$ cat config.mk
export PLATFORM = sky130hd
export DESIGN_NAME = lmmwf_ram
export DESIGN_NICKNAME = d
export VERILOG_FILES = /design/src/rtl/line_min_max_window_filter_unit_macros.svh /design/src/rtl/lmmwf_ram.sv
export SDC_FILE = /design/constraint.sdc
export NUM_CORES = 2
export LEC_CHECK = 0
export ABC_AREA = 1
export BUFFER_PORTS_ARGS = -buffer_cell sky130_fd_sc_hd__buf_2
export CORE_MARGIN = 5
export CORE_UTILIZATION = 60
export CTS_CLUSTER_DIAMETER = 150
export DETAILED_ROUTE_END_ITERATION = 6
export PLACE_DENSITY = 0.76
export RECOVER_POWER = 100
export SLEW_MARGIN = 20
export SYNTH_ARGS = -nofsm -noshare
export SYNTH_HDL_FRONTEND = slang
export SYNTH_SLANG_ARGS = --single-unit
$ cat constraint.sdc
create_clock -name clock -period 2.56 [get_ports clock]
set_clock_uncertainty 0.05 [all_clocks]
set_input_delay 0.128 -clock clock [delete_from_list [all_inputs] [get_ports clock]]
set_output_delay 0.128 -clock clock [all_outputs]
set_load 0.05 [all_outputs]
$ cat src/rtl/line_min_max_window_filter_unit_macros.svh
// assertion macros used by the top rtl file
`ifndef LINE_MIN_MAX_WINDOW_FILTER_UNIT_MACROS_SVH
`define LINE_MIN_MAX_WINDOW_FILTER_UNIT_MACROS_SVH

`ifndef SYNTHESIS

`define LMMWF_ASSERT_IMP(lbl, clk, rst, ante, cons, msg) \
   lbl: assert property (@(posedge clk) disable iff (rst) (ante) |-> (cons)) \
      else $error(msg);

`define LMMWF_ASSERT_NXT(lbl, clk, rst, ante, cons, msg) \
   lbl: assert property (@(posedge clk) disable iff (rst) (ante) |=> (cons)) \
      else $error(msg);

`else

`define LMMWF_ASSERT_IMP(lbl, clk, rst, ante, cons, msg)

`define LMMWF_ASSERT_NXT(lbl, clk, rst, ante, cons, msg)

`endif

`endif

$ cat src/rtl/lmmwf_ram.sv
`timescale 1ns / 1ps
`default_nettype none

module lmmwf_ram #(
   parameter int WIDTH = 16,
   parameter int DEPTH = 128
) (
   input  wire logic                     clock,
   input  wire logic                     we,
   input  wire logic [$clog2(DEPTH)-1:0] waddr,
   input  wire logic [WIDTH-1:0]         wdata,
   input  wire logic                     re,
   input  wire logic [$clog2(DEPTH)-1:0] raddr,
   output logic      [WIDTH-1:0]         rdata
);

   logic [WIDTH-1:0] mem_ff [DEPTH];
   logic [WIDTH-1:0] rdata_ff;

   always_ff @(posedge clock) begin
      if (we) begin
         mem_ff[waddr] <= wdata;
      end
      if (re) begin
         rdata_ff <= mem_ff[raddr];
      end
   end

   assign rdata = rdata_ff;

endmodule

`default_nettype wire

## Yosys cells after proc, flatten, opt, wreduce, memory -nomap -nowiden

Memories as Yosys holds them, arrays and structs flattened. A register that Yosys moved wholly into a read port is not among the register bits.
Index checks and enable logic that the tools add are counted.

| word-level totals | value |
|---|---|
| register bits | 0 |
| RAM bits | 2,048 |
| bits of input ports | 33 |
| output and inout bits | 16 |
| memories | 1 |

| operators by class | value |
|---|---|
| muxes and demuxes | 2 |

Memory list:

| name | words | bits a word | rd ports | clocked after memory_dff | write ports | RTL line | RTL |
|---|---|---|---|---|---|---|---|
| mem_ff | 128 | 16 | 1 | 1 | 1 | lmmwf_ram.sv:17 | `logic [WIDTH-1:0] mem_ff [DEPTH];` |

Operators by type and width:

| kind | number |
|---|---|
| 1-bit 2-to-1 mux | 2 |

## Longest topological paths before layout

| depth | value |
|---|---|
| depth after elaboration | 2 |
| gate-level depth with buffers | 13 |
| depth with buffers taken out | 9 |

## Worst setup path before layout

Ideal clock, no wire load.

| timing path | value |
|---|---|
| path kind | input to register |
| start point | input we |
| end point | memory mem_ff[105][0] (enable) |
| arrival | 1.444 ns |
| path slack | 0.677 ns |
| stages on the path | 4 |
| path buffers | 2 |
| path through | clkbuf_1 -> nand2_1 -> clkbuf_1 -> nor2_1 |

| on the way | value |
|---|---|
| cells in the longest elaborated chain, start to end | 2 |

RTL lines:

| what | RTL line | RTL |
|---|---|---|
| start: declaration | lmmwf_ram.sv:9 | `input wire logic we,` |
| 1-bit 2-to-1 mux | lmmwf_ram.sv:21 | `if (we) begin` |
| 1-bit 2-to-1 mux (implied by the code) | lmmwf_ram.sv:22 | `mem_ff[waddr] <= wdata;` |
| end: declaration | lmmwf_ram.sv:17 |  |

Every way passes these cells.

## Worst setup path after layout

| timing path | value |
|---|---|
| start point | input waddr[0] |
| end point | memory mem_ff[124][12] (enable) |

RTL lines:

| what | RTL line | RTL |
|---|---|---|
| start: declaration | lmmwf_ram.sv:10 | `input wire logic [$clog2(DEPTH)-1:0] waddr,` |

No word-level cell before the write port.

==> qor.yml <==
sta:
  worst_pin_slew_ns: 2.46
  timing.final.setup_violations: 0
  finalSetupTns_ns: 0
  min_period_ns: 2.54
  hold_ws_ns: -0.00324
  hold_viol: 2
  rsz0062_at_grt: "no"
  slew_headroom_pct: -64.2
  fmax_ghz: 0.394
  maxSlewViolCount: 684
  period_share_pct: 99.1
logic_synthesis:
  syn_inst: 6793
  synth_nets: 6826
  synth_xor_area_share_pct: 0
  ys_seq_elements: 2064
  synth_area_um2: 83000
  syn_avg_cell_area_um2: 12.2
  synthAdderAreaFrac_pct: 0
  synthMuxAreaShare_pct: 0
  synthSimpleGateAreaFrac_pct: 22.3
  synth_compound_area_share_pct: 0
  synth_top_family_by_area: "simple AND/OR/NAND/NOR gates"
  ys_types: 14
  yosysSeqAreaShare_pct: 74.7
  yosys_warnings: 0
die:
  fp.dieW_um: 382
  rows: 136
  num_io_pins: 49
  die_h_um: 382
  dieArea_um2: 146000
  initial_core_util_pct: 60.4
  coreArea_um2: 137000
worst_setup_path:
  critPathArrivalTime_ns: 2.97
  worstPathRequired_ns: 2.99
  critical_path_class: "primary input to flip-flop"
  critical_path.max_fanout: 16
  crit_path_end_kind: "flip-flop"
  cp-start-kind: "primary input"
grt:
  grt_antenna_before_repair: 9
  grt_overflow: 0
  grt_max_degree: 129
  grt_usage_pct: 30.6
  grt_pass1_vias: 53900
  grt_pass1_wl_um: 336000
detailed_routing:
  dr_total_vias: 56800
  first_pass_iters: 7
  routedWlPerCell_um: 25.2
  viasPerCell: 6.33
  route.detailed.drc: 7
  ant_nets: 0
  drtIter0Drc: 8596
  wl_um: 226000
clock_network:
  cts_tree: "yes"
  clock-root-buffer: "clkbuf_16"
  numCtsBuffers: 196
  cts_sinks: 2064
  cts_hold_buffers: 24
  post_cts_resized: 0
  clk_pin_slew_ns: 0.06
  insertion_delay_ns: 0.86
  post-cts-setup-buffers: 0
  cts_buffer_depth: 3
  h-tree-depth: 4
placement:
  numPortBuffers: 48
  gp_congestion: 0.949
  dpl.hpwl_um: 132000
layout:
  fillers: 9241
  syn2layout_area_growth_pct: 12.5
  drive_gt1_share_pct: 8.89
  seqCellArea_um2: 62000
  multiInputGateArea_um2: 18500
  nNetsFinal: 7039
min_path:
  min_path_type: "primary input to flip-flop"
flow_run:
  drv_cap: 10
outcome:
  status: "finished, violations left"
  failed_checks: "design-rule violations, negative hold slack, max-capacitance violations, max-slew violations"
power_and_ir_drop:
  cellPowerDensity_nw_per_um2: 759
  leakage_nw: 32.9
  vdd_ir_drop_max_uv: 663
layout by cell type (no fill, tap or decap), drive strengths merged:
cell type	n
clkinv	108
edfxtp	2064
nand3	2019
dlymetal6s2s	1
clkbuf	440
nor2	134
dlygate4sd3	24
nand2	2087
inv	27
diode	6
buf	236
clkinvlp	8
nor3	8
bufinv	19
logic make-up (layout without fill, tap and decap cells):
family	Yosys count	after routing
flops	2064	2064
other cells	0	6
simple gates	4248	4248
buf+inv	481	863
state kept, by name, indices dropped and copies added, names as in the netlist:
name and flops:
mem_ff 2048, rdata 16
stage by stage:
| stage | util, % | power [mW] | std cells | area, um^2 | worst slack [ns] |
|---|---|---|---|---|---|
| 2_1_floorplan | - | 40.5 | 6793 | 83000 | 0.677 |
| 3_3_place_gp | 63.7 | 42.6 | 8578 | 87600 | 0.0840 |
| 3_5_place_dp | 63.7 | 42.7 | 8578 | 87600 | 0.0269 |
| 4_1_cts | 68.5 | 70.9 | 8969 | 94200 | 0.353 |
| 5_1_grt | 67.9 | 72.7 | 8969 | 93300 | 0.102 |
| 6_report | 67.9 | 70.9 | 8975 | 93300 | 0.0242 |
worst max-delay path: stages:
cell and delay, ns:
dlygate4sd3_1 0.53, clkbuf_1 0.34, nor3_1 0.13, nand2_1 0.08
clkbuf_1 1.25, nor2_1 0.09, clkbuf_2 0.40
per-layer routing:
metal	track usage (%)	share of wire (%)
met5	0	0.0075
met4	12.9	4.6
met3	7.52	13
met2	47.1	46
met1	42.5	36
where the power goes:
group	total, mW	internal (mW)	switching, mW
logic	4.66	1.22	3.44
clock network	28.8	16.1	12.6
registers	37.4	37.4	0.0774
synthesized netlist by cell type, drive strengths merged:
cell | instances | area share [%]
inv | 24 | 0.11
clkbuf | 81 | 0.37
nand3 | 2019 | 12
nor3 | 8 | 0.048
nor2 | 134 | 0.61
edfxtp | 2064 | 75
buf | 376 | 2.6
nand2 | 2087 | 9.4
final cells by class:
cell class	count	share of cell area, %
timing repair buffer	472	4.36
inverter	24	0.133
sequential	2064	66.4
clock inverter	138	1.46
tap	1794	2.41
antenna	6	0.0161
multi-input combinational	4248	19.8
clock buffer	229	5.41
worst paths after layout:
path,slack [ns],startpoint,end,cells after the start
min,-0.003,waddr[2],mem_ff[75][4]$_DFFE_PP_,5
min reg2reg,0.97,mem_ff[8][7]$_DFFE_PP_,rdata[7]$_DFFE_PP_,8
max,0.02,waddr[0],mem_ff[124][12]$_DFFE_PP_,7
max reg2reg,0.58,mem_ff[95][15]$_DFFE_PP_,rdata[15]$_DFFE_PP_,9
Power figures use the tool's default switching activity.
