`config.mk`:
```
export PLATFORM = sky130hd
export DESIGN_NAME = lmmwf_luma
export DESIGN_NICKNAME = d
export VERILOG_FILES = /design/src/rtl/line_min_max_window_filter_unit_macros.svh /design/src/rtl/lmmwf_pkg.sv /design/src/rtl/lmmwf_luma.sv
export SDC_FILE = /design/constraint.sdc
export NUM_CORES = 1
export LEC_CHECK = 0
export ABC_AREA = 1
export BUFFER_PORTS_ARGS = -buffer_cell sky130_fd_sc_hd__buf_2
export CORE_ASPECT_RATIO = 0.7
export CORE_MARGIN = 2
export CORE_UTILIZATION = 58
export CTS_CLUSTER_SIZE = 25
export DETAILED_ROUTE_END_ITERATION = 7
export PLACE_DENSITY = 0.79
export SETUP_SLACK_MARGIN = 0.4
export SKIP_CTS_REPAIR_TIMING = 1
export SLEW_MARGIN = 20
export SYNTH_ARGS = -nofsm -noshare
export SYNTH_HDL_FRONTEND = slang
export SYNTH_SLANG_ARGS = --single-unit
export TNS_END_PERCENT = 10
```
`constraint.sdc`:
```
create_clock -name clock -period 6 [get_ports clock]
set_input_delay 0.9 -clock clock [delete_from_list [all_inputs] [get_ports clock]]
set_output_delay 0.9 -clock clock [all_outputs]
set_load 0.02 [all_outputs]
```
`src/rtl/line_min_max_window_filter_unit_macros.svh`:
```
// assertion macros used by the top rtl file
`ifndef LINE_MIN_MAX_WINDOW_FILTER_UNIT_MACROS_SVH
`define LINE_MIN_MAX_WINDOW_FILTER_UNIT_MACROS_SVH

`ifndef SYNTHESIS

`define LMMWF_ASSERT_IMP(lbl, clk, rst, ante, cons, msg) \
   lbl: assert property (@(posedge clk) disable iff (rst) (ante) |-> (cons)) \
      else $error(msg);

`define LMMWF_ASSERT_NXT(lbl, clk, rst, ante, cons, msg) \
   lbl: assert property (@(posedge clk) disable iff (rst) (ante) |=> (cons)) \
      else $error(msg);

`else

`define LMMWF_ASSERT_IMP(lbl, clk, rst, ante, cons, msg)

`define LMMWF_ASSERT_NXT(lbl, clk, rst, ante, cons, msg)

`endif

`endif

```
`src/rtl/lmmwf_pkg.sv`:
```
`timescale 1ns / 1ps
`default_nettype none

package lmmwf_pkg;

   localparam int MAX_RADIUS = 64;
   localparam int RING_DEPTH = 128;
   localparam int POS_BITS   = 16;

   localparam int RING_BITS  = $clog2(RING_DEPTH);
   localparam int EFF_RADIUS_MAX = (MAX_RADIUS < RING_DEPTH / 2) ? MAX_RADIUS : RING_DEPTH / 2;

   localparam int RAD_BITS   = 7;
   localparam int CHAN_BITS  = 16;
   localparam int LEVEL_BITS = 16;
   localparam int PIX_BITS   = 4 * CHAN_BITS;
   localparam int ACC_BITS   = 32;
   localparam int COEF_BITS  = 16;

   localparam logic [COEF_BITS-1:0] WEIGHT_RED   = 16'd19589;
   localparam logic [COEF_BITS-1:0] WEIGHT_GREEN = 16'd38444;
   localparam logic [COEF_BITS-1:0] WEIGHT_BLUE  = 16'd7503;
   localparam logic [ACC_BITS-1:0]  LUMA_ROUND   = 32'd32768;

   localparam int CSR_ADDR_BITS = 4;
   localparam int CSR_DATA_BITS = 32;
   localparam int REG_IDX_BITS  = 2;

   localparam logic [REG_IDX_BITS-1:0] REG_RADIUS         = 2'd0;
   localparam logic [REG_IDX_BITS-1:0] REG_TAKE_MIN       = 2'd1;
   localparam logic [REG_IDX_BITS-1:0] REG_CHANNEL_SELECT = 2'd2;

   typedef struct packed {
      logic [RAD_BITS-1:0] radius;
      logic                take_min;
      logic                channel_select;
   } cfg_type;

   // luma weight for multiply step 0 (red), 1 (green), 2 (blue)
   function automatic logic [COEF_BITS-1:0] luma_coef(input logic [1:0] step);
      logic [COEF_BITS-1:0] c;
      case (step)
         2'd0: c = WEIGHT_RED;
         2'd1: c = WEIGHT_GREEN;
         2'd2: c = WEIGHT_BLUE;
         default: c = '0;
      endcase
      return c;
   endfunction

   function automatic logic [RAD_BITS-1:0] eff_radius(input logic [RAD_BITS-1:0] r);
      logic [RAD_BITS-1:0] cap;
      cap = RAD_BITS'(EFF_RADIUS_MAX);
      return (r > cap) ? cap : r;
   endfunction

endpackage

`default_nettype wire

```
`src/rtl/lmmwf_luma.sv`:
```
`timescale 1ns / 1ps
`default_nettype none

module lmmwf_luma (
   input  wire logic                            clock,
   input  wire logic                            reset,
   input  wire logic                            start,
   input  wire logic [lmmwf_pkg::CHAN_BITS-1:0] red,
   input  wire logic [lmmwf_pkg::CHAN_BITS-1:0] green,
   input  wire logic [lmmwf_pkg::CHAN_BITS-1:0] blue,
   output logic                                 done,
   output logic [lmmwf_pkg::LEVEL_BITS-1:0]     level
);

   logic                               busy_ff, busy_in;
   logic                               done_ff, done_in;
   logic [1:0]                         step_ff, step_in;
   logic [lmmwf_pkg::ACC_BITS-1:0]     prod_ff, prod_in;
   logic [lmmwf_pkg::ACC_BITS-1:0]     acc_ff, acc_in;
   logic [lmmwf_pkg::CHAN_BITS-1:0]    operand;

   always_comb begin
      case (step_ff)
         2'd0: operand = red;
         2'd1: operand = green;
         2'd2: operand = blue;
         default: operand = '0;
      endcase
   end

   always_comb begin
      busy_in = busy_ff;
      done_in = 1'b0;
      step_in = step_ff;
      prod_in = prod_ff;
      acc_in  = acc_ff;
      if (start) begin
         busy_in = 1'b1;
         step_in = 2'd0;
         acc_in  = lmmwf_pkg::LUMA_ROUND;
      end else if (busy_ff) begin
         // one multiply per cycle, accumulate the previous product
         prod_in = lmmwf_pkg::luma_coef(step_ff) * operand;
         if (step_ff != 2'd0) begin
            acc_in = acc_ff + prod_ff;
         end
         step_in = step_ff + 2'd1;
         if (step_ff == 2'd3) begin
            busy_in = 1'b0;
            done_in = 1'b1;
         end
      end
   end

   always_ff @(posedge clock) begin
      if (reset) begin
         busy_ff <= 1'b0;
         done_ff <= 1'b0;
         step_ff <= 2'd0;
      end else begin
         busy_ff <= busy_in;
         done_ff <= done_in;
         step_ff <= step_in;
      end
      prod_ff <= prod_in;
      acc_ff  <= acc_in;
   end

   assign done  = done_ff;
   assign level = acc_ff[lmmwf_pkg::ACC_BITS-1 -: lmmwf_pkg::LEVEL_BITS];

endmodule

`default_nettype wire

```
-- After elaboration in Yosys (flattened, before gate mapping)
Cells that the tools add are included.
- bits in registers: 68
- latch bits: 0
- bits in writable memories: 0
- bits in read-only memories: 0
- input port bits: 51
- output and inout port bits: 17
- word-level logic and storage cells: 27
- memories kept: 0
- add/subtract/negate cells: 2
- multipliers: 1
- div/mod/pow operators: 0
- $lt $le $gt $ge: 0
- equality and inequality tests: 3
- shift operators: 0
- multiplexer cells: 8
- bitwise operators: 2
- reduce and logical (&&, ||, !) cells: 6
- operators with widths (cell ; count):
    one-hot mux 16 bit (3 select lines) ; 2
    adder 32 bit ; 1
    multiplier 16 x 16 -> 32 bit ; 1
    2-to-1 mux 16 bit ; 2
    == test 2 bit, second input constant ; 2
    2-to-1 mux 1 bit ; 4
    AND reduction 2 bit ; 2
    OR reduction 3 bit ; 1
    adder 2 x 1 -> 2 bit, second input constant ; 1
    == test 2 x 1 -> 1 bit, second input constant ; 1
    logical NOT 2 bit ; 1
    NOT 1 bit ; 2
    nonzero test 2 bit ; 1
    OR reduction 2 bit ; 1

-- Depth between registers and ports, before layout
- word-level depth: 5
- gate-level depth with buffers: 33
- gate-level depth less buffers: 31

-- Least setup slack after synthesis
OpenSTA, ideal clock, no wires.
- path kind: input -> register
- start point: input green[5] (netlist bit)
- end point: register prod_ff[29] (netlist bit), data pin
- setup time: 0.252 ns
- arrival time: 5.689 ns
- data required time: 5.748 ns
- slack: 0.059 ns
- stages: 22
- buffers on the path: 0
- path through: nand2_1 nand3_1 nand2_1 nor2_1 nor2_1 fa_1 fa_1 fa_1 inv_1 fa_1 fa_1 inv_1 fa_1 inv_1 ha_1 a21oi_1 o21ai_0 a21oi_1 o21a_1 nand2_1 nand2_1 nand2_1
- cells in the longest elaborated chain, start to end: 2
- RTL lines (element ; RTL line ; text):
    from (decl) ; lmmwf_luma.sv:9 ; input wire logic [lmmwf_pkg::CHAN_BITS-1:0] green,
    one-hot mux 16 bit (3 select lines) ; lmmwf_luma.sv:23 ; case (step_ff)
    multiplier 16 x 16 -> 32 bit ; lmmwf_luma.sv:43 ; prod_in = lmmwf_pkg::luma_coef(step_ff) * operand;
    to (signal assigned) ; lmmwf_luma.sv:65 ; prod_ff <= prod_in;
    to (decl) ; lmmwf_luma.sv:18 ; logic [lmmwf_pkg::ACC_BITS-1:0] prod_ff, prod_in;
No other way between the ends.
A chain may end at the register's enable or synchronous reset.

-- Worst setup path after layout
- start point: register step_ff[0]
- end point: register prod_ff[26] (netlist bit), data pin
- cells in the longest elaborated chain, start to end: 5
- elaborated cells between the ends (all ways): 8
- those cells by class: mul: 1; eq/ne: 2; mux: 4; reduce/logical: 1
- RTL lines (element ; RTL line ; text):
    from (decl) ; lmmwf_luma.sv:17 ; logic [1:0] step_ff, step_in;
    from (signal assigned) ; lmmwf_luma.sv:63 ; step_ff <= step_in;
    == test 2 bit, or another cell as far along ; lmmwf_pkg.sv:42, lmmwf_luma.sv:23 ;
    one-hot mux 16 bit (3 select lines) ; lmmwf_pkg.sv:42 ; case (step)
    2-to-1 mux 16 bit ; lmmwf_luma.sv:41 ; end else if (busy_ff) begin
    2-to-1 mux 16 bit ; lmmwf_luma.sv:37 ; if (start) begin
    multiplier 16 x 16 -> 32 bit * ; lmmwf_luma.sv:43 ;
Mark *: on every way between the ends. The rest lies on a longest branch, timed or not. The select of a mux whose other input is x is not followed.

==> results.sh <==
export IMPL_outcome="finished with violations"
export IMPL_failed_checks="negative setup slack"
export IMPL_synthCells=1759
export IMPL_hpwl_microns=31800
export IMPL_clkSinkCount=68
export IMPL_cp_end_kind="flip-flop"
export IMPL_clockRootBuffer="clkbuf_16"
export IMPL_fin_nets=2386
export IMPL_setup_viol=11
export IMPL_netlist_area_sq_um=12800
export IMPL_multi_input_area_sq_um=9890
export IMPL_io_buffers=67
export IMPL_drcViolationCount=0
export IMPL_finalWorstSetupSlack_ps=-68.8
export IMPL_grt_pass1_vias=11600
export IMPL_start_util_pct=59.2
export IMPL_final_cell_mix="434 x inv_1, 360 x nand2_1, 186 x buf_4"
export IMPL_regArea_sq_um=1690
export IMPL_gp_congestion=1.00
export IMPL_fillers=1706
export IMPL_hold_violations=0
export IMPL_maxCapViolations=0
export IMPL_skew_ps=7.39
export IMPL_n_antenna_cell=0
export IMPL_syn_area_per_cell_sq_um=7.30
export IMPL_wl_met3_microns=4760
export IMPL_cts_tree="done"
export IMPL_antenna_found_initial=0
export IMPL_slew_viol_final=0
export IMPL_numCtsBuffers=9
export IMPL_startpoint_type="flip-flop"
export IMPL_wl_per_cell_microns=17.1
export IMPL_tightestPinTransition_ps=727
export IMPL_finalWirelength_microns=39200
export IMPL_yosysWarnings=0
export IMPL_crit_required_ps=6090
export IMPL_drt_initial_drc_count=1147
export IMPL_slew_headroom_pct=51.5
export IMPL_grt_start_max_net_pins=54
export IMPL_ys_ff_latch=68
export IMPL_dieWidth_microns=182
export IMPL_drive_above_1_share_pct=22.6
export IMPL_h_tree_depth=3
export IMPL_synth_nets=2143
export IMPL_core_rowCount=45
export IMPL_yosysUniqueCellTypes=38
export IMPL_grt_pass1_wl_microns=60100
export IMPL_die_area_sq_um=23400
export IMPL_syn2layout_area_growth_pct=24.7
export IMPL_routed_top_layer="met4"
export IMPL_met2_length_microns=16100
export IMPL_grt_remaining_overflow=0
export IMPL_drt_pass1_iterations=5
export IMPL_io_pins=68
export IMPL_die_h_microns=128
export IMPL_cts_clk_slew_worst_paths_ps=60
export IMPL_final_common_cell="inv_1"
export IMPL_critPathKind="reg2reg"
export IMPL_wl_met1_microns=17700
export IMPL_cts_buffer_depth=2
export IMPL_antenna_left=0
export IMPL_worst_hold_path_type="reg2reg"
export IMPL_vias_per_cell=5.30
export IMPL_period_needed_ps=6070
export IMPL_rsz0062_at_grt="true"
export IMPL_min_period_over_period_pct=101
export IMPL_clkLatencyLatePin_ps=340
export IMPL_crit_fanout=7
export IMPL_ys_seq_area_share_pct=13.1
export IMPL_grt_total_usage_pct=33.4
export IMPL_cp_arrival_ps=6160
export IMPL_vias=12100
export IMPL_core_sq_um=21700
export IMPL_tns_ps=-374
export IMPL_max_freq_mhz=165
[Yosys cell counts (all sizes together)]
cell | instances | share of area [%]
dlygate4sd1 | 1 | 0.068
a21oi | 66 | 2.6
nand2 | 402 | 12
inv | 453 | 13
nor3 | 10 | 0.39
nand4 | 6 | 0.29
and2 | 1 | 0.049
o21a | 3 | 0.18
a21boi | 1 | 0.059
nor2 | 202 | 6.0
a21o | 5 | 0.29
edfxtp | 32 | 7.5
o21bai | 5 | 0.29
xor2 | 29 | 2.0
ha | 173 | 17
a211oi | 1 | 0.059
xnor2 | 9 | 0.61
nand3 | 80 | 3.3
buf | 30 | 1.5
o21ai | 40 | 1.6
or2 | 1 | 0.049
o211ai | 2 | 0.12
a31oi | 1 | 0.049
and3 | 1 | 0.049
nor4 | 2 | 0.097
dfxtp | 36 | 5.6
clkbuf | 6 | 0.18
fa | 160 | 25
clkinv | 1 | 0.029
[final timing paths]
kind | from | endpoint | slack [ps] | cells past startpoint
hold reg to reg | acc_ff[15] | acc_ff[15] | 500 | 2
setup reg to reg | step_ff[0] | prod_ff[26] | -70 | 24
setup / recovery | step_ff[0] | prod_ff[26] | -70 | 24
hold / removal | acc_ff[15] | acc_ff[15] | 500 | 2
[registers in the layout, indices dropped and copies added (netlist names)]
| register | flops |
|---|---|
| acc_ff | 32 |
| prod_ff | 32 |
| step_ff | 2 |
| busy_ff | 1 |
| done | 1 |
[cell type report]
cell class                 instances  share of cell area (%)
sequential                        68                    10.6
inverter                         454                    10.7
clock buffer                      11                    1.45
timing repair buffer             269                    12.8
tap                              282                    2.20
multi-input combinational       1200                    61.8
clock inverter                     5                   0.485
[kinds of logic (layout without fill, tap and decap cells)]
kind of cell | Yosys count | after routing | share of synthesized area, %
XOR/XNOR | 38 | 38 | 2.59
buffers and inverters | 491 | 739 | 15.0
flip-flops | 68 | 68 | 13.1
adder cells (fa/ha/maj) | 333 | 333 | 41.8
AND/OR/NAND/NOR | 705 | 705 | 22.2
AO/OA/AOI/OAI | 124 | 124 | 5.23
[layer usage]
metal / global-route usage [%] / up-vias
met5: 0 / -
met2: 49.3 / 596
met3: 9.17 / 66
li1: - / 5775
met4: 3.59 / 0
met1: 50.5 / 5691
[metrics by stage]
step                util, %  cells  worst slack (ps)  hold WS [ps]  instance area (sq um)
floorplan                 -   1759               329           445                  13000
global placement       68.6   2247              -356           455                  14900
detailed placement     68.6   2247              -312           489                  14900
CTS                    70.0   2263              -227           502                  15200
global route           73.8   2289              -274           530                  16000
finish                 73.8   2289             -68.8           499                  16000
[worst max-delay path, stage by stage, from the launching register on]
cell and delay [ps]:
dfxtp_4 360, inv_4 80, ha_4 200, buf_12 140
clkinvlp_4 130, buf_12 170, nor2_4 180, buf_4 140
nor2_2 50, fa_1 520, fa_1 510, inv_1 60
fa_1 550, fa_1 430, fa_1 490, inv_1 50
fa_1 470, inv_1 60, ha_4 230, a21oi_2 140
buf_4 130, o21ai_0 110, a21oi_1 240, nand3_2 150
xor2_2 210
Power is not shown: default switching activity piles up to over one toggle a cycle in this logic, so the estimate is an artifact.
