[config.mk]
export PLATFORM = sky130hd
export DESIGN_NAME = lmmwf_csr
export DESIGN_NICKNAME = d
export VERILOG_FILES = /design/src/rtl/line_min_max_window_filter_unit_macros.svh /design/src/rtl/lmmwf_pkg.sv /design/src/rtl/lmmwf_csr.sv
export SDC_FILE = /design/constraint.sdc
export NUM_CORES = 1
export LEC_CHECK = 0
export BUFFER_PORTS_ARGS = -buffer_cell sky130_fd_sc_hd__buf_2
export CAP_MARGIN = 30
export CORE_MARGIN = 8
export CORE_UTILIZATION = 29
export CTS_CLUSTER_DIAMETER = 200
export DETAILED_ROUTE_END_ITERATION = 7
export GPL_ROUTABILITY_DRIVEN = 0
export PLACE_DENSITY = 0.76
export RECOVER_POWER = 25
export SLEW_MARGIN = 40
export SYNTH_ARGS = -nofsm -noshare
export SYNTH_HDL_FRONTEND = slang
export SYNTH_SLANG_ARGS = --single-unit
[constraint.sdc]
create_clock -name clock -period 0.8 [get_ports clock]
set_input_delay 0.12 -clock clock [delete_from_list [all_inputs] [get_ports clock]]
set_output_delay 0.12 -clock clock [all_outputs]
set_load 0.01 [all_outputs]
[src/rtl/line_min_max_window_filter_unit_macros.svh]
// assertion macros used by the top rtl file
`ifndef LINE_MIN_MAX_WINDOW_FILTER_UNIT_MACROS_SVH
`define LINE_MIN_MAX_WINDOW_FILTER_UNIT_MACROS_SVH

`ifndef SYNTHESIS

`define LMMWF_ASSERT_IMP(lbl, clk, rst, ante, cons, msg) \
   lbl: assert property (@(posedge clk) disable iff (rst) (ante) |-> (cons)) \
      else $error(msg);

`define LMMWF_ASSERT_NXT(lbl, clk, rst, ante, cons, msg) \
   lbl: assert property (@(posedge clk) disable iff (rst) (ante) |=> (cons)) \
      else $error(msg);

`else

`define LMMWF_ASSERT_IMP(lbl, clk, rst, ante, cons, msg)

`define LMMWF_ASSERT_NXT(lbl, clk, rst, ante, cons, msg)

`endif

`endif

[src/rtl/lmmwf_pkg.sv]
`timescale 1ns / 1ps
`default_nettype none

package lmmwf_pkg;

   localparam int MAX_RADIUS = 64;
   localparam int RING_DEPTH = 128;
   localparam int POS_BITS   = 16;

   localparam int RING_BITS  = $clog2(RING_DEPTH);
   localparam int EFF_RADIUS_MAX = (MAX_RADIUS < RING_DEPTH / 2) ? MAX_RADIUS : RING_DEPTH / 2;

   localparam int RAD_BITS   = 7;
   localparam int CHAN_BITS  = 16;
   localparam int LEVEL_BITS = 16;
   localparam int PIX_BITS   = 4 * CHAN_BITS;
   localparam int ACC_BITS   = 32;
   localparam int COEF_BITS  = 16;

   localparam logic [COEF_BITS-1:0] WEIGHT_RED   = 16'd19589;
   localparam logic [COEF_BITS-1:0] WEIGHT_GREEN = 16'd38444;
   localparam logic [COEF_BITS-1:0] WEIGHT_BLUE  = 16'd7503;
   localparam logic [ACC_BITS-1:0]  LUMA_ROUND   = 32'd32768;

   localparam int CSR_ADDR_BITS = 4;
   localparam int CSR_DATA_BITS = 32;
   localparam int REG_IDX_BITS  = 2;

   localparam logic [REG_IDX_BITS-1:0] REG_RADIUS         = 2'd0;
   localparam logic [REG_IDX_BITS-1:0] REG_TAKE_MIN       = 2'd1;
   localparam logic [REG_IDX_BITS-1:0] REG_CHANNEL_SELECT = 2'd2;

   typedef struct packed {
      logic [RAD_BITS-1:0] radius;
      logic                take_min;
      logic                channel_select;
   } cfg_type;

   // luma weight for multiply step 0 (red), 1 (green), 2 (blue)
   function automatic logic [COEF_BITS-1:0] luma_coef(input logic [1:0] step);
      logic [COEF_BITS-1:0] c;
      case (step)
         2'd0: c = WEIGHT_RED;
         2'd1: c = WEIGHT_GREEN;
         2'd2: c = WEIGHT_BLUE;
         default: c = '0;
      endcase
      return c;
   endfunction

   function automatic logic [RAD_BITS-1:0] eff_radius(input logic [RAD_BITS-1:0] r);
      logic [RAD_BITS-1:0] cap;
      cap = RAD_BITS'(EFF_RADIUS_MAX);
      return (r > cap) ? cap : r;
   endfunction

endpackage

`default_nettype wire

[src/rtl/lmmwf_csr.sv]
`timescale 1ns / 1ps
`default_nettype none

module lmmwf_csr (
   input  wire logic                                clock,
   input  wire logic                                reset,
   input  wire logic                                psel,
   input  wire logic                                penable,
   input  wire logic                                pwrite,
   input  wire logic [lmmwf_pkg::CSR_ADDR_BITS-1:0] paddr,
   input  wire logic [lmmwf_pkg::CSR_DATA_BITS-1:0] pwdata,
   output logic      [lmmwf_pkg::CSR_DATA_BITS-1:0] prdata,
   output logic                                     pready,
   output lmmwf_pkg::cfg_type                       cfg
);

   lmmwf_pkg::cfg_type               cfg_ff, cfg_in;
   logic [lmmwf_pkg::REG_IDX_BITS-1:0] idx;
   logic                               wr;

   assign idx = paddr[lmmwf_pkg::CSR_ADDR_BITS-1:2];
   assign wr  = psel & penable & pwrite;

   always_comb begin
      cfg_in = cfg_ff;
      if (wr) begin
         case (idx)
            lmmwf_pkg::REG_RADIUS: begin
               cfg_in.radius = pwdata[lmmwf_pkg::RAD_BITS-1:0];
            end
            lmmwf_pkg::REG_TAKE_MIN: begin
               cfg_in.take_min = pwdata[0];
            end
            lmmwf_pkg::REG_CHANNEL_SELECT: begin
               cfg_in.channel_select = pwdata[0];
            end
            default: begin
               cfg_in = cfg_ff;
            end
         endcase
      end
   end

   always_comb begin
      case (idx)
         lmmwf_pkg::REG_RADIUS: begin
            prdata = lmmwf_pkg::CSR_DATA_BITS'(cfg_ff.radius);
         end
         lmmwf_pkg::REG_TAKE_MIN: begin
            prdata = lmmwf_pkg::CSR_DATA_BITS'(cfg_ff.take_min);
         end
         lmmwf_pkg::REG_CHANNEL_SELECT: begin
            prdata = lmmwf_pkg::CSR_DATA_BITS'(cfg_ff.channel_select);
         end
         default: begin
            prdata = '0;
         end
      endcase
   end

   always_ff @(posedge clock) begin
      if (reset) begin
         cfg_ff <= '0;
      end else begin
         cfg_ff <= cfg_in;
      end
   end

   assign pready = 1'b1;
   assign cfg    = cfg_ff;

endmodule

`default_nettype wire

### Word level (Yosys, flattened, before mapping)

Cells that the tools add are included.

* add/sub/neg operators: 0
* $mul: 0
* div/mod/pow operators: 0
* magnitude comparators: 0
* equality and inequality tests: 2
* shifts and indexed selects: 0
* multiplexer cells: 1
* bitwise gates (word level): 2
* reduce and logical (&&, ||, !) cells: 4

Operators with widths (number)
* case mux 7 bit (3 select lines): 1
* AND reduction 2 bit: 3
* bitwise AND 1 bit: 2
* == test 2 x 1 -> 1 bit, second input constant: 1
* == test 2 bit, second input constant: 1
* logical NOT 2 bit: 1

* bits in registers: 9
* bits in latches: 0
* RAM bits: 0
* ROM bits: 0
* bits of input ports: 41
* logic and storage cells: 12
* memories kept: 0

### Logic depth before layout (Yosys ltp)

Gate-level depths: netlist of run 1.

* depth in word-level cells: 3
* gate-level depth with buffers: 3
* depth with buffers taken out: 3

### Worst setup path before layout of run 1

No wires, ideal clock.

* path kind: register to output
* from: register cfg_ff, in the netlist cfg[0]
* to: output prdata[0] (netlist bit)
* data arrival time: 736 ps
* data required time: 680 ps
* path slack: -56 ps
* cell stages (with the launch flop): 3
* cell sequence: dfxtp_1 -> mux2i_1 -> o21ai_0

* cells in the longest elaborated chain, start to end: 1

Ends and longest elaborated chain
* start, declared: line lmmwf_csr.sv:17 `lmmwf_pkg::cfg_type cfg_ff, cfg_in;`
* start signal, assigned: line lmmwf_csr.sv:65 `cfg_ff <= cfg_in;`
* case mux 7 bit (3 select lines): line lmmwf_csr.sv:45 `case (idx)`
* end, declared: line lmmwf_csr.sv:12 `output logic [lmmwf_pkg::CSR_DATA_BITS-1:0] prdata,`

No other way between the ends.

### Final worst setup path of run 1

Ends and elaborated chain as after synthesis.

==> flow_metrics.tcl, run 1 <==
set metrics [dict create \
    path_max_fanout 2 \
    hold_viol_final 0 \
    netlist_area_um2 681.9 \
    cts.path.max_buffers 2 \
    rr_worst_depth 3 \
    worst_slack_setup_final_ns -0.2216 \
    final.hold.worst_slack_ns 0.1108 \
    grt-ovfl-total 0 \
    area_growth_syn_to_layout_pct 44.40 \
    max-vdd-ir-drop_uv 604.7 \
    htree_levels 1 \
    min_period_over_period_pct 127.7 \
    hold_path_class "in -> reg" \
    grt_setup_unrepaired "true" \
    syn-instance-count 77 \
    power_leakage_nw 0.4710 \
    synth_xor_xnor_area_share_pct 0 \
    drt_pre_antenna_iters 3 \
    detail_route.vias_per_cell 4.048 \
    min_delay_path_depth 3 \
    grt_pass1_vias 600 \
    post-place-cells 135 \
    grt_start_max_net_pins 17 \
    report.final.setup_viol 16 \
    fin_worst_skew_ns 0 \
    detailroute.via_count 587 \
    drt-total-wl_um 1708 \
    remaining_drc_errors 0 \
    ioPinCount 83 \
    critical_path.startpoint_type "flop" \
    fp-row-count 17 \
    layoutNonFillerInstCount 145 \
    worst-setup-path-type "reg -> out" \
    cts-buffers-inserted 3 \
    port_buffers 29 \
    synth_largest_type_area_fraction_pct 28.62 \
    timing.critical_path.slowest_cell_delay_ns 0.32 \
    antenna_violating_nets_post_route 0 \
    setup_tns_ns -2.233 \
    yosys_warnings 0 \
    largest_reg_flops 9 \
    die_w_um 64.49 \
    die_area_um2 4159 \
    antenna-diode-count 0 \
    pre_cts_slack_ns -0.2104 \
    yosys-top-cells-area "sky130_fd_sc_hd__buf_4 29%, sky130_fd_sc_hd__dfxtp_1 26%, sky130_fd_sc_hd__mux2i_1 15%" \
    fp.dieH_um 64.49 \
    cpMaxStageDelayCell "sky130_fd_sc_hd__dfxtp_2" \
    clk-insertion-delay-late_ns 0.26 \
    synth-seq-area-share_pct 26.42 \
    wire_per_inst_um 11.78 \
    number_of_antenna_violations_at_the_first_check_in_global_routing 0 \
    post-dp-hpwl_um 1330 \
    setup.worst_path.end_class "output port" \
    timing.final.crit_period_ns 1.022 \
    critical_path.cell_chain "mux2i_1 -> o21ai_1 -> buf_2" \
    layout-drive-gt1-share_pct 47.86 \
    yosys.area.top_type "sky130_fd_sc_hd__buf_4" \
    mean_cell_area_of_the_mapped_netlist_um2 8.856 \
    placeableCoreArea_um2 2212 \
    run_status "finished, violations left" \
    synthSimpleGateAreaFrac_pct 27.89 \
    synthMuxAreaShare_pct 14.68 \
    cp.depth 3 \
    ys_seq_elements 9 \
    max_clock_freq_mhz 978.9 \
    drv_slew 0 \
    synth_fa_ha_area_share_pct 0 \
    yosys.cell_types.count 13 \
    arrival_ns 0.90 \
    cp.buffers_inverters 1 \
    grt_first_pass_wirelength_um 2635 \
    final_net_count 159 \
    clock_tree.root_cell "sky130_fd_sc_hd__clkbuf_4" \
    critPathRequiredTime_ns 0.68 \
    cp_top_family "flip-flops" \
    maxCapViolCount 0 \
    starting_drc_count_in_detailed_routing 3 \
    clk_pin_slew_worst_paths_ns 0.06 \
    finalPower_w 0.001005 \
    starting_utilization_of_the_core_area_pct 30.83 \
    synth-compound-area-share_pct 0.7339 \
    cellPowerDensity_nw_per_um2 1021 \
    synth_top_family_by_area "buffers and inverters" \
    cts_sinks 9 \
    violations "negative setup slack" \
    tritoncts "yes" \
    grt_util_all_layers_pct 7.744 \
]
-- cell usage in the layout (no fill, tap or decap) --
cell / netlist / final
sky130_fd_sc_hd__and2_1: 6 / 4
sky130_fd_sc_hd__mux2i_1: 10 / 10
sky130_fd_sc_hd__and2_4: 0 / 2
sky130_fd_sc_hd__conb_1: 2 / 26
sky130_fd_sc_hd__buf_2: 0 / 18
sky130_fd_sc_hd__clkbuf_4: 0 / 3
sky130_fd_sc_hd__nor3b_1: 2 / 2
sky130_fd_sc_hd__buf_12: 0 / 1
sky130_fd_sc_hd__buf_6: 0 / 17
sky130_fd_sc_hd__nand3_4: 0 / 1
sky130_fd_sc_hd__nand2b_1: 16 / 16
sky130_fd_sc_hd__clkbuf_1: 1 / 1
sky130_fd_sc_hd__dfxtp_2: 0 / 9
sky130_fd_sc_hd__o21ai_1: 0 / 1
sky130_fd_sc_hd__buf_4: 26 / 3
sky130_fd_sc_hd__nand3b_1: 1 / 1
sky130_fd_sc_hd__nor2_2: 0 / 1
sky130_fd_sc_hd__nor3_4: 1 / 1
-- worst register-to-register path, cell delays in order (launching register included) --
cell,delay [ns]
sky130_fd_sc_hd__dfxtp_2,0.32
sky130_fd_sc_hd__buf_4,0.10
sky130_fd_sc_hd__nand2b_1,0.05
sky130_fd_sc_hd__mux2i_1,0.14
-- path summary, 6_finish.rpt --
kind              from        end  slack [ns]
max             cfg[0]  prdata[0]       -0.22
min          pwdata[2]     cfg[4]        0.11
max reg2reg     cfg[0]     cfg[0]        0.11
min reg2reg     cfg[5]     cfg[5]        0.48
-- synthesized netlist by cell type --
library cell,number
sky130_fd_sc_hd__buf_4,26
sky130_fd_sc_hd__and2_1,6
sky130_fd_sc_hd__mux2i_1,10
sky130_fd_sc_hd__nor3b_1,2
sky130_fd_sc_hd__o21ai_0,1
sky130_fd_sc_hd__dfxtp_1,9
sky130_fd_sc_hd__clkbuf_1,1
sky130_fd_sc_hd__conb_1,2
sky130_fd_sc_hd__nand3b_1,1
sky130_fd_sc_hd__nor3_4,1
sky130_fd_sc_hd__nand3_2,1
sky130_fd_sc_hd__nor2_1,1
sky130_fd_sc_hd__nand2b_1,16
-- cell families (layout without fill, tap and decap cells) --
| logic type | count (synthesis) | after routing |
|---|---|---|
| simple gates | 28 | 28 |
| other cells | 2 | 26 |
| buf+inv | 27 | 43 |
| compound gates | 1 | 1 |
| flops | 9 | 9 |
| mux | 10 | 10 |
-- metal layers --
layer  global-route usage (%)  wire length (µm)  share of wire (%)
met3                    4.811               298                 17
met2                    13.54               853                 50
met4                    3.270                 0                  0
met1                    7.051               555                 32
met5                        0                 0                  0
-- layout make-up --
class,instances,area (µm²)
multi-input cells,65,407.9
repair buffers,39,324.1
flip-flops and latches,9,191.4
clock buffers,4,26.28
well taps,28,35.03
fillers,223,1227
-- repair_timing --
action / CTS / global route
endpoints found under the setup margin: 16 / 16
resized for setup: 16 / 13
hold buffers: 0 / 0
buffers inserted: 0 / 6
-- power by group --
part / switching, W / internal [W] / total, W / leakage, nW
clock network: 0.000156 / 0.000192 / 0.000348 / 0.0150
logic: 0.000120 / 0.0000785 / 0.000198 / 0.379
registers: 0.00000472 / 0.000455 / 0.000460 / 0.0772
total: 0.000280 / 0.000725 / 0.00101 / 0.471
-- metrics by stage --
step	cell area (µm²)	util [%]
4_1_cts	889.6	40.21
3_5_place_dp	803.3	36.31
6_report	984.7	44.51
3_3_place_gp	803.3	36.31
2_1_floorplan	779.5	-
5_1_grt	984.7	44.51
No activity file was read; power rests on OpenSTA's default activity.
==> run 2, diff against run 1 <==
--- a/config.mk
+++ b/config.mk
@@ -9,9 +9,11 @@
 export CAP_MARGIN = 30
 export CORE_MARGIN = 8
 export CORE_UTILIZATION = 29
+export CTS_BUF_LIST = sky130_fd_sc_hd__clkbuf_16
 export CTS_CLUSTER_DIAMETER = 200
 export DETAILED_ROUTE_END_ITERATION = 7
 export GPL_ROUTABILITY_DRIVEN = 0
+export MAX_ROUTING_LAYER = met4
 export PLACE_DENSITY = 0.76
 export RECOVER_POWER = 25
 export SLEW_MARGIN = 40
==> run 2 against run 1 <==
  * The run still ends with negative setup slack left
  * Power up 54%
  * Non-clock buffer count up 1
  * Combinational power about the same
  * Highest routed layer is now met4
  * Count of clock-buffer cells in the layout down 1
  * Register-to-register slack about the same
==> flow_metrics.tcl, run 2 (synthesized netlist as in run 1, its figures left out) <==
set metrics [dict create \
    cellPowerDensity_nw_per_um2 1512 \
    tritoncts "yes" \
    worst_slack_setup_final_ns -0.2001 \
    fin_worst_skew_ns 0 \
    layoutNonFillerInstCount 146 \
    grt-ovfl-total 0 \
    total_internal_power_w 0.001189 \
    worst-setup-path-type "reg -> out" \
    drv_slew 0 \
    wire_per_inst_um 12.56 \
    path_max_fanout 2 \
    cpMaxStageDelayCell "sky130_fd_sc_hd__dfxtp_2" \
    cts-buffers-inserted 3 \
    mostFrequentLayoutCells "26 x sky130_fd_sc_hd__conb_1, 19 x sky130_fd_sc_hd__buf_2, 16 x sky130_fd_sc_hd__nand2b_1, 16 x sky130_fd_sc_hd__buf_6, 10 x sky130_fd_sc_hd__mux2i_1" \
    max_clock_freq_mhz 999.9 \
    detailroute.via_count 585 \
    holdBufCountCts 0 \
    remaining_drc_errors 0 \
    power_switching_w 0.0003617 \
    seq_power_share_pct 29.8 \
    arrival_ns 0.88 \
    max-vdd-ir-drop_uv 1202 \
    clock_tree.root_cell "sky130_fd_sc_hd__clkbuf_16" \
    power_leakage_nw 0.4995 \
    critPathRequiredTime_ns 0.68 \
    antenna_violating_nets_post_route 0 \
    placeableCoreArea_um2 2212 \
    maxCapViolCount 0 \
    cts.path.max_buffers 2 \
    cts_sinks 9 \
    detail_route.vias_per_cell 4.007 \
    critical_path.cell_chain "mux2i_1 -> o21ai_1 -> buf_2" \
    grt_first_pass_wirelength_um 2794 \
    timing.final.crit_period_ns 1.000 \
    fp.dieH_um 64.49 \
    final.fill_count 228 \
    power.share.switching_pct 23.32 \
    grt_util_all_layers_pct 8.653 \
    finalPower_w 0.001551 \
    htree_levels 1 \
    regToRegStartpoint "cfg[0]" \
    area_growth_syn_to_layout_pct 50.46 \
    post-place-cells 135 \
    die_w_um 64.49 \
    largest_reg_flops 9 \
    setup_tns_ns -1.956 \
    pwr-share-comb_pct 12.7 \
    violations "negative setup slack" \
    die_area_um2 4159 \
    grt_pass1_vias 619 \
    fp-row-count 17 \
    number_of_antenna_violations_at_the_first_check_in_global_routing 0 \
    grt_setup_unrepaired "true" \
    final_net_count 160 \
    drt_pre_antenna_iters 2 \
    antenna-diode-count 0 \
    post-dp-hpwl_um 1330 \
    hold_path_class "in -> reg" \
    final.hold.worst_slack_ns 0.1325 \
    starting_drc_count_in_detailed_routing 10 \
    ioPinCount 83 \
    layout-drive-gt1-share_pct 48.31 \
    source_of_the_worst_hold_timing_path "pwdata[2]" \
    layout_commonest_cell "sky130_fd_sc_hd__conb_1" \
    port_buffers 29 \
    drt-total-wl_um 1834 \
    grt_start_max_net_pins 17 \
    worstSetupStartpoint "cfg[0]" \
    clock_power_share_pct 57.5 \
    clk_pin_slew_worst_paths_ns 0.04 \
    clk-insertion-delay-late_ns 0.24 \
    starting_utilization_of_the_core_area_pct 30.83 \
    report.final.setup_viol 16 \
    min_period_over_period_pct 125.0 \
    run_status "finished, violations left" \
    hold_viol_final 0 \
    setup.worst_path.end_class "output port" \
    timing.critical_path.slowest_cell_delay_ns 0.31 \
    critical_path.startpoint_type "flop" \
]
run 2: metrics by stage:
| step | setup slack [ns] | util [%] | cell area, µm² |
|---|---|---|---|
| 2_1_floorplan | 0.01814 | - | 779.5 |
| 3_3_place_gp | -0.1892 | 36.31 | 803.3 |
| 3_5_place_dp | -0.2104 | 36.31 | 803.3 |
| 4_1_cts | -0.2068 | 42.93 | 949.7 |
| 5_1_grt | -0.2442 | 46.38 | 1026 |
| 6_report | -0.2001 | 46.38 | 1026 |
run 2: worst max-delay path, delay by kind of cell (launching register included):
kind | cells | cell delay (ns)
flops | 1 | 0.31
mux | 1 | 0.13
buf+inv | 1 | 0.13
compound gates | 1 | 0.06
run 2: per-layer routing:
layer / vias to the layer above / GRT usage, % / share of wire, %
met5: - / - / 0
met4: 0 / 4.905 / 2.0
met3: 3 / 3.780 / 15
met2: 44 / 14.41 / 47
met1: 265 / 8.234 / 35
li1: 273 / - / -
run 2: path summary, 6_finish.rpt:
check,to,depth (start not counted),slack (ns)
hold / removal,cfg[4],3,0.13
setup reg to reg,cfg[0],3,0.11
hold reg to reg,cfg[5],2,0.49
setup / recovery,prdata[0],3,-0.20
run 2: area by class of cell:
class	instances	area, µm²	share of cell area (%)
clock buffer	3	75.07	7.317
clock inverter	1	3.754	0.3659
multi-input combinational	65	410.4	40.00
sequential	9	191.4	18.66
tap	28	35.03	3.415
timing repair buffer	40	310.3	30.24
run 2: repair_timing:
action	in CTS	in global routing
setup buffers	0	7
resized for setup	17	11
setup endpoints to repair	16	16
cloned	0	0
pin swaps	0	0
run 2: power groups by stage:
stage	clock, W	sequential, W	combinational, W
after global routing	0.000930	0.000462	0.000220
after detailed placement	0	0.000468	0.000175
after floorplan	0	0.000470	0.000195
after CTS	0.000902	0.000462	0.000184
after global placement	0	0.000467	0.000170
final	0.000891	0.000462	0.000197
==> run 3, diff against run 2 <==
--- a/config.mk
+++ b/config.mk
@@ -5,7 +5,7 @@
 export SDC_FILE = /design/constraint.sdc
 export NUM_CORES = 1
 export LEC_CHECK = 0
-export BUFFER_PORTS_ARGS = -buffer_cell sky130_fd_sc_hd__buf_2
+export BUFFER_PORTS_ARGS = -buffer_cell sky130_fd_sc_hd__clkbuf_2
 export CAP_MARGIN = 30
 export CORE_MARGIN = 8
 export CORE_UTILIZATION = 29
==> run 3 against run 2 <==
  * The flow still finishes with violations (negative setup slack)
  * Via count shrank 2.7%
  * Flip-flop and latch count is the same
  * First-iteration DRC count shrank 60%
  * Count of clock-buffer cells in the layout is the same
  * Final cell count shrank 2.1%
==> flow_metrics.tcl, run 3 (synthesized netlist as in run 1, its figures left out) <==
set metrics [dict create \
    clk-insertion-delay-late_ns 0.23 \
    layoutNonFillerInstCount 143 \
    power.share.switching_pct 21.65 \
    remaining_drc_errors 0 \
    hold_viol_final 0 \
    final.hold.worst_slack_ns 0.1264 \
    drv_slew 0 \
    starting_utilization_of_the_core_area_pct 30.83 \
    fin_worst_skew_ns 0 \
    cts-buffers-inserted 3 \
    grt-ovfl-total 0 \
    clk_pin_slew_worst_paths_ns 0.04 \
    power_leakage_nw 0.4868 \
    pre_cts_slack_ns -0.1109 \
    layout-drive-gt1-share_pct 46.09 \
    area_growth_syn_to_layout_pct 47.89 \
    power_switching_w 0.0003282 \
    fp-row-count 17 \
    die_area_um2 4159 \
    hold_path_class "in -> reg" \
    detailroute.via_count 569 \
    grt_setup_unrepaired "true" \
    antenna-diode-count 0 \
    min_period_over_period_pct 131.0 \
    grt_first_pass_wirelength_um 2594 \
    placeableCoreArea_um2 2212 \
    detail_route.vias_per_cell 3.979 \
    layout_commonest_cell "sky130_fd_sc_hd__conb_1" \
    maxCapViolCount 0 \
    post-place-cells 137 \
    rr_worst_depth 4 \
    worst_slack_setup_final_ns -0.2481 \
    clock_tree.root_cell "sky130_fd_sc_hd__clkbuf_16" \
    grt_pass1_vias 609 \
    cts.path.max_buffers 2 \
    port_buffers 29 \
    post-dp-hpwl_um 1330 \
    cellPowerDensity_nw_per_um2 1503 \
    setup.worst_path.end_class "output port" \
    ioPinCount 83 \
    cts_sinks 9 \
    max_clock_freq_mhz 954.1 \
    starting_drc_count_in_detailed_routing 4 \
    seq_power_share_pct 30.5 \
    total_internal_power_w 0.001187 \
    drt_pre_antenna_iters 4 \
    timing.final.crit_period_ns 1.048 \
    mostFrequentLayoutCells "26 x sky130_fd_sc_hd__conb_1, 16 x sky130_fd_sc_hd__nand2b_1, 14 x sky130_fd_sc_hd__buf_6, 13 x sky130_fd_sc_hd__clkbuf_2, 10 x sky130_fd_sc_hd__mux2i_1" \
    critical_path.startpoint_type "flop" \
    final_util_pct 45.59 \
    critPathRequiredTime_ns 0.68 \
    path_max_fanout 2 \
    wire_per_inst_um 12.39 \
    number_of_antenna_violations_at_the_first_check_in_global_routing 0 \
    min_delay_path_depth 3 \
    multiInputGateArea_um2 405.4 \
    arrival_ns 0.93 \
    final.fill_count 213 \
    worst-setup-path-type "reg -> out" \
    fp.dieH_um 64.49 \
    final_net_count 157 \
    tritoncts "yes" \
    layout.area.seq_um2 191.4 \
    largest_reg_flops 9 \
    max-vdd-ir-drop_uv 1481 \
    grt_util_all_layers_pct 7.648 \
    violations "negative setup slack" \
    run_status "finished, violations left" \
    antenna_violating_nets_post_route 0 \
    htree_levels 1 \
    report.final.setup_viol 11 \
    die_w_um 64.49 \
    drt-total-wl_um 1772 \
    clock_power_share_pct 56.6 \
    pwr-share-comb_pct 12.9 \
    grt_start_max_net_pins 17 \
]
run 3: cell types whose count changed in the layout (fill, tap and decap cells not counted), sizes merged:
cell and delta:
buf -15, clkbuf +12
run 3: worst max-delay path, cell delays in order, from the launching register on:
cell and delay, ns:
sky130_fd_sc_hd__dfxtp_2 0.32, sky130_fd_sc_hd__mux2i_1 0.17, sky130_fd_sc_hd__o21ai_1 0.07, sky130_fd_sc_hd__buf_2 0.14
run 3: power by group through the flow:
stage | clock network, W | logic [W] | registers [W]
2_1_floorplan | 0 | 0.000195 | 0.000470
3_3_place_gp | 0 | 0.000175 | 0.000467
3_5_place_dp | 0 | 0.000178 | 0.000468
4_1_cts | 0.000861 | 0.000180 | 0.000461
5_1_grt | 0.000891 | 0.000219 | 0.000463
6_report | 0.000858 | 0.000195 | 0.000462
run 3: path summary, 6_finish.rpt:
| kind | end | startpoint | slack, ns |
|---|---|---|---|
| worst max-delay path | prdata[0] | cfg[0] | -0.25 |
| worst min-delay path | cfg[3] | pwdata[1] | 0.13 |
| worst max register to register | cfg[2] | cfg[2] | 0.02 |
| worst min register to register | cfg[5] | cfg[5] | 0.48 |
run 3: layout make-up:
cell class	instances	share of cell area, %
sequential	9	18.98
tap	28	3.474
multi-input combinational	65	40.20
timing repair buffer	37	29.53
clock buffer	3	7.444
clock inverter	1	0.3722
run 3: per-stage QoR:
stage / total power [W] / area (µm²) / setup TNS, ns
floorplan: 0.0006657 / 779.5 / 0
global placement: 0.0006418 / 818.3 / -0.9827
detailed placement: 0.0006458 / 818.3 / -1.319
CTS: 0.001502 / 919.6 / -1.406
global route: 0.001573 / 1008 / -1.829
finish: 0.001516 / 1008 / -1.504
run 3: layer usage:
metal,up-vias,track usage [%],part of all wire [%]
li1,268,-,-
met1,256,8.060,37
met2,43,12.80,49
met3,2,3.608,13
met4,0,1.635,0.45
met5,-,-,0
run 3: timing repair:
| item | 4_1_cts | 5_1_grt |
|---|---|---|
| endpoints found under the setup margin | 16 | 16 |
| hold buffers | 0 | 0 |
| gates resized for setup | 10 | 31 |
| buffers inserted | 1 | 1 |
| pin swaps | 0 | 1 |
| endpoints found under the hold margin | 0 | 0 |
